$ cat src/hdl/wfba_cell.sv
module wfba_cell #(
   parameter int SIZE_BITS = 16,
   parameter int IDX_W     = 6,
   parameter int CELL_ID   = 0
) (
   input  logic                 clock,
   input  logic                 reset,
   input  logic                 active,
   input  logic                 wr_en,
   input  logic [SIZE_BITS-1:0] wr_data,
   input  logic                 scan_found_in,
   input  logic [IDX_W-1:0]     scan_idx_in,
   input  logic [SIZE_BITS-1:0] scan_size_in,
   output logic                 scan_found_out,
   output logic [IDX_W-1:0]     scan_idx_out,
   output logic [SIZE_BITS-1:0] scan_size_out
);

   logic [SIZE_BITS-1:0] entry_ff, entry_in;
   logic                 found_ff, found_in;
   logic [IDX_W-1:0]     idx_ff, idx_in;
   logic [SIZE_BITS-1:0] size_ff, size_in;
   logic                 take;

   // Strictly larger wins, so the lowest index keeps a tie.
   assign take = active && (!scan_found_in || (entry_ff > scan_size_in));

   always_comb begin
      entry_in = wr_en ? wr_data : entry_ff;
      found_in = scan_found_in || active;
      idx_in   = take ? IDX_W'(CELL_ID) : scan_idx_in;
      size_in  = take ? entry_ff : scan_size_in;
   end

   always_ff @(posedge clock) begin
      if (reset) begin
         entry_ff <= '0;
         found_ff <= 1'b0;
      end else begin
         entry_ff <= entry_in;
         found_ff <= found_in;
      end
      idx_ff  <= idx_in;
      size_ff <= size_in;
   end

   assign scan_found_out = found_ff;
   assign scan_idx_out   = idx_ff;
   assign scan_size_out  = size_ff;

endmodule

$ cat config.mk
export PLATFORM = sky130hd
export DESIGN_NAME = wfba_cell
export DESIGN_NICKNAME = d
export VERILOG_FILES = /design/src/hdl/wfba_cell.sv
export SDC_FILE = /design/constraint.sdc
export NUM_CORES = 1
export LEC_CHECK = 0
export ABC_AREA = 1
export BUFFER_PORTS_ARGS = -buffer_cell sky130_fd_sc_hd__buf_2
export CAP_MARGIN = 25
export CORE_MARGIN = 4
export CORE_UTILIZATION = 28
export DETAILED_ROUTE_END_ITERATION = 10
export MAX_ROUTING_LAYER = met4
export PLACE_DENSITY = 0.56
export SLEW_MARGIN = 40
export SYNTH_ARGS = -nofsm -noshare
export SYNTH_HDL_FRONTEND = slang
export SYNTH_SLANG_ARGS = --single-unit
$ cat constraint.sdc
create_clock -name clock -period 2 [get_ports clock]
set_input_delay 0.4 -clock clock [delete_from_list [all_inputs] [get_ports clock]]
set_output_delay 0.4 -clock clock [all_outputs]
set_load 0.005 [all_outputs]
==> metrics, run 1 <==
Max Cap Viol 0; Worst Min Path Start scan_size_in[12]; pwr dens 798 mW/mm2; first-pass GRT wire length 6850 um; CTS Sinks 39; status finished clean; Period minus WS final 1690 ps; VDD IR max 0.000305 V; Pre-Repair DR Iteration Count 5; vias in the first global route 1629; CP startpoint entry_ff[15]; crit path cell chain ha_1, nand2_1, nor3_2, nand3_1, nand2_2, nand2_4, buf_4, nand3_1, nand2_1; data required time of the worst path 2200 ps; total core area 0.00599 mm2; TritonCTS Buffers 5; CTS tree built; crit share post-route 84.5%; static leakage power 0.00122 uW; Initial Util 29.1%; Routed WL per cell 11.3 um; final setup TNS 0 ps; Max stage delay on crit path 340 ps; HP Class input pin to flip-flop; clock edge transition at the registers on the reported setup and hold paths 80 ps; clock skew 9.44 ps; Yosys reg bits 39; syn_nets 285; # fillers 651; H-tree Lvls 2; crit end category flip-flop; clock root buffer clkbuf_8; Layout Cell Area excl Fill 0.00225 mm2; ANT nets after route 0; overall power 1800 uW; Synth cell types 21; area grow syn2layout 29.0%; worst reg2reg setup slack 310 ps; setup violators final 0; port bufs 65; kind of critical path flip-flop to flip-flop; Nets 350; Post-DP HPWL 3320 um; RR Startpoint entry_ff[15]; layout cells sized above 1 27.4%; row count 28; post-synthesis sequential area ratio 44.7%; crit path DAT 1890 ps; Iter 0 DRT Violations 74; post-CTS setup buffer count 0; clk_lat worst skew 300 ps; Avg Inst Size Synth 7.72 um2; Die W 87.0 um; cts hold-fix bufs 0; post-cts sizing count 0; Worst-Margin Slew 418 ps; die height 87.0 um; Post-Synthesis Cells 226; Final Hold Vio Count 0; Critical Path Slowest Stage Cell dfxtp_1; Max-slew headroom 72.0%; Max Freq 591 MHz; RSZ-0062 raised after global routing no; Crit Path Max Fanout 9; Vias/cell 4.35; GRT overflow 0; initial antenna violation count 0; largest net degree at the start of global routing 18; Placed Instance Area 0.00213 mm2; Slew Limit Fails 0; final WL 4140 um; # IOs 66; Tot GR Track Use 11.8%; Yosys warning count 0; full die area 0.00756 mm2; mapped cell area 0.00175 mm2; Via Count 1596; DRC viols 0; gpl congestion 0.875; critical path startpoint category flip-flop; n_diodes 0; Longest Clk Path Bufs 2
[kinds of logic (layout without fill, tap and decap cells)]
group,Yosys count,after routing,synth area share (%)
compound gates,30,30,9.75
fa+ha+maj,16,16,11.5
simple gates,110,110,26.5
flops,39,39,44.7
buf+inv,31,97,7.60
[cells in the final DEF, fill, tap and decap left out]
master / instances
nor2_1: 8
dfxtp_1: 39
nand4_1: 1
clkbuf_8: 6
ha_1: 16
buf_4: 3
nand2_4: 2
a21boi_1: 4
nand3_1: 18
clkinv_1: 1
nand2_2: 1
nand2_1: 79
inv_1: 20
buf_2: 65
o21ai_0: 1
a21oi_1: 21
a211oi_1: 1
bufinv_16: 1
a21o_1: 1
a21boi_0: 2
clkinv_2: 1
nor3_2: 1
[flip-flops by register name (all words and copies together), names as in the netlist]
name,cells
scan_idx_out,6
entry_ff,16
scan_found_out,1
scan_size_out,16
[worst max-delay path: cells and delay by family (launching register included)]
kind                       cells  cell delay (ps)
adders and majority gates      1              300
buffers and inverters          1              180
DFF                            1              340
and+or+nand+nor                7              770
[final timing paths]
check | cells past startpoint | endpoint
hold / removal | 3 | scan_size_out[12]
setup reg to reg | 9 | scan_size_out[11]
setup / recovery | 9 | scan_size_out[11]
hold reg to reg | 2 | scan_size_out[0]
[area by class of cell]
type	count	area, um2	share of cell area [%]
Clock buffer	6	82.6	3.67
Clock inverter	2	35.0	1.56
Inverter	21	78.8	3.50
Multi-Input combinational cell	156	832	37.0
Sequential cell	39	781	34.7
Tap cell	75	93.8	4.17
Timing Repair Buffer	68	348	15.5
[cell usage after synthesis, drive strengths merged]
library cell / instances / area [um2]
a211oi: 1 / 7.51
a21boi: 6 / 45.0
a21o: 1 / 7.51
a21oi: 21 / 105
buf: 4 / 31.3
clkbuf: 6 / 22.5
clkinv: 1 / 3.75
dfxtp: 39 / 781
ha: 16 / 200
inv: 20 / 75.1
nand2: 82 / 325
nand3: 18 / 90.1
nand4: 1 / 6.26
nor2: 8 / 30.0
nor3: 1 / 10.0
o21ai: 1 / 5.00
[metal layers]
| layer | track usage [%] | vias to the layer above | routed length (um) |
|---|---|---|---|
| met3 | 2.74 | 9 | 214 |
| met4 | 6.23 | 0 | 121 |
| met5 | - | - | 0 |
| met1 | 13.5 | 693 | 1890 |
| met2 | 19.0 | 45 | 1920 |
| li1 | - | 849 | - |
[stage by stage]
stage	setup WS [ps]	cells	utilization [%]	hold WS, ps
4_1_cts	292	367	37.6	295
2_1_floorplan	384	226	-	447
3_5_place_dp	88.4	359	35.6	482
6_report	309	367	37.6	305
5_1_grt	101	367	37.6	314
3_3_place_gp	81.4	359	35.6	475
[power breakdown]
| part | internal (uW) | switching [uW] | leakage (uW) |
|---|---|---|---|
| clock network | 404 | 274 | 0.0000612 |
| logic | 119 | 143 | 0.000834 |
| registers | 833 | 23.8 | 0.000325 |
(Power assumes the default switching activity.)
==> inputs of run 2 (changes only) <==
Settings changed: ABC_AREA 1 to 0, PLACE_DENSITY 0.56 to 0.55.
Clock period 2 ns to 1.8 ns, I/O delays scaled along.
==> run 2 against run 1 <==
The run now ends with setup timing left; wire length is 4.4% lower; core utilization rose by 7.0 points; die area rose by 0.58%; area after synthesis up 0.65%; global-route usage fell by 0.49 points; setup slack got worse by 800 ps; clock power grew 12%; non-clock buffer count up 29; cell area is 19% higher; critical endpoint is now scan_size_out[8].
==> metrics, run 2 <==
status finished, violations left; failing checks setup timing; count leader, synth dfxtp_1; Post-synth EDFFs 0 (unchanged); Die W 87.2 um (+0.29%); Worst Min Path Start scan_idx_in[1]; top cells by area, synth dfxtp_1 (44%), mux2_4 (12%), ha_1 (11%); overall power 2140 uW (+19%); Tot GR Track Use 11.3% (-0.49 points); Sw Ratio 23.4% (-1.2 points); post-route worst setup slack -487 ps (-796 ps); n_diodes 0 (unchanged); CTS Sinks 39 (unchanged); Nets 318 (-9.1%); Crit Path Max Fanout 5 (-4); crit end category flip-flop; area grow syn2layout 51.9%; Max Cap Viol 0 (unchanged); RR Startpoint entry_ff[5]; # fillers 584 (-10%); Worst-Margin Slew 537 ps (+119 ps); syn_nets 220 (-23%); worst-case hold path end point scan_idx_out[1]; pwr dens 801 mW/mm2 (+0.37%); Pre-Repair DR Iteration Count 2 (-3); Main synth FF type dfxtp_1; gpl congestion 0.675 (-23%); Max Freq 437 MHz (-26%); Vias/cell 4.22 (-2.9%); clk_lat worst skew 290 ps (about the same); initial antenna violation count 0 (unchanged); critical path startpoint category flip-flop; Yosys reg bits 39 (unchanged); Final Hold Vio Count 0 (unchanged); Comb pwr share 20.0% (+5.5 points); Period minus WS final 2290 ps (+596 ps); most frequent cells in the layout buf_2 (65), dfxtp_1 (32), buf_4 (26); VDD IR max 0.000288 V (-5.3%); clock edge transition at the registers on the reported setup and hold paths 80 ps (about the same); RSZ-0062 raised after global routing yes; Post-DP HPWL 3000 um (-9.6%); largest net degree at the start of global routing 18 (unchanged); post-placement cell count 321 (-11%); final WL 3960 um (-4.4%); Max-slew headroom 64.2% (-7.8 points); port bufs 65 (unchanged); Multi-input gate area 972 um2 (+17%); hold_ws 273 ps (-31.9 ps); crit share post-route 127% (+42 points); final setup TNS -9670 ps (-9670 ps); Slew Limit Fails 0 (unchanged); Via Count 1414 (-11%); Initial Util 29.3% (+0.19 points); ys async rst share 0% (unchanged); fin cells 335 (-8.7%); mapped cell area 0.00176 mm2 (+0.65%); share of the synthesized area in the top cell type 44.4% (-0.29 points); most common cell after layout, fill and taps aside buf_2; Sequential Power Share 44.6% (-3.1 points); Avg Inst Size Synth 10.9 um2 (+41%); Yosys warning count 0 (unchanged); Synth cell types 22 (+4.8%); vias in the first global route 1436 (-12%); row count 28 (unchanged); Post-Synthesis Cells 161 (-29%); Iter 0 DRT Violations 27 (-64%); setup violators final 22 (+22); layout cells sized above 1 55.0% (+28 points); NetSw 499 uW (+13%); post-synth top area cell dfxtp_1; clock skew 4.47 ps (-4.96 ps); TritonCTS Buffers 5 (unchanged); data required time of the worst path 1990 ps (-210 ps); Internal Power 1640 uW (+21%); total core area 0.00599 mm2 (unchanged); first-pass GRT wire length 6350 um (-7.3%); kind of critical path flip-flop to flip-flop; CTS tree built; Min-Delay Path Depth 2 (-1); DRC viols 0 (unchanged); Routed WL per cell 11.8 um (+4.7%); ANT nets after route 0 (unchanged); cts hold-fix bufs 0 (unchanged); static leakage power 0.00136 uW (+11%); worst reg2reg setup slack -490 ps (-800 ps); crit path DAT 2470 ps (+580 ps); r2r endpoint scan_size_out[8]; top cells by count, synth dfxtp_1 (39), nor2_1 (19), ha_1 (16), inv_1 (16), mux2i_1 (16); GRT overflow 0 (unchanged); # IOs 66 (unchanged); Longest Clk Path Bufs 2 (unchanged); Reg area 790 um2 (+1.1%); die height 87.2 um (+0.29%); H-tree Lvls 2 (unchanged); full die area 0.00760 mm2 (+0.58%); clock root buffer clkbuf_8; Clk pwr share 35.4% (-2.3 points); HP Class input pin to flip-flop; pre-CTS setup slack -724 ps (-812 ps); post-synthesis sequential area ratio 44.4% (-0.29 points); Worst Reg-to-Reg Cells 8 (-1)
-- run 2: changes by cell type in the layout (fill, tap and decap cells not counted), moves of 11 or more --
cell     change
a21oi_1     -15
buf_4       +23
mux2_4      +16
mux2i_1     +16
nand2_1     -75
nand3_1     -17
nor2_1      +11
-- run 2: cell type report --
type | count | area share, %
sequential | 39 | 29.6
clock buffer | 6 | 3.09
inverter | 16 | 2.63
clock inverter | 2 | 1.31
tap | 75 | 3.52
multi-input combinational | 100 | 36.4
timing repair buffer | 97 | 23.4
-- run 2: how the worst max path moves through the flow --
| stage | from | end | slack [ps] | depth (start not counted) |
|---|---|---|---|---|
| 2_1_floorplan | scan_size_in[9] | scan_size_out[10] | -460 | 8 |
| 3_3_place_gp | scan_size_in[9] | scan_size_out[14] | -670 | 9 |
| 3_5_place_dp | scan_size_in[9] | scan_size_out[14] | -720 | 9 |
| 4_1_cts | entry_ff[5] | scan_size_out[3] | -510 | 8 |
| 5_1_grt | entry_ff[5] | scan_size_out[4] | -560 | 8 |
| 6_report | entry_ff[5] | scan_size_out[8] | -490 | 8 |
-- run 2: timing repair --
action	CTS	global route
buffers inserted	5	0
gates cloned	1	0
gates resized for setup	18	0
endpoints found under the setup margin	22	22
hold endpoints to repair	0	0
pin swaps	7	1
-- run 2: logic make-up after synthesis --
group,after synthesis,share of synthesized area [%]
simple gates,39,10.9
flops,39,44.4
mux,32,22.4
buf+inv,22,5.56
fa+ha+maj,16,11.4
compound gates,13,5.34
-- run 2: metal layers --
| layer | global-route usage (%) | wire length, um | share of wire, % | up-vias |
|---|---|---|---|---|
| met5 | - | 0 | 0 | - |
| met2 | 18.5 | 1800 | 46 | 41 |
| met4 | 3.77 | 53 | 1.3 | 0 |
| met1 | 12.6 | 1770 | 45 | 633 |
| li1 | - | - | - | 734 |
| met3 | 4.45 | 332 | 8.4 | 6 |
-- run 2: power by group through the flow --
stage	registers, uW	logic (uW)	clock network (uW)
final	954	428	756
after floorplan	981	195	0
after global placement	972	387	0
after CTS	956	436	787
after detailed placement	973	388	0
after global routing	961	474	818
-- run 2: worst max-delay path, stage by stage (launching register included) --
cell and delay [ps]:
dfxtp_2 340, ha_4 260, nand4_1 100, or4_4 520, a21o_1 200, a31oi_4 200
buf_4 160, buf_16 120, mux2_4 290
-- run 2: through the flow --
stage	util, %	area, um2
after floorplan	-	1820
after global placement	40.2	2410
after detailed placement	40.2	2410
after CTS	44.5	2670
after global routing	44.5	2670
final	44.5	2670
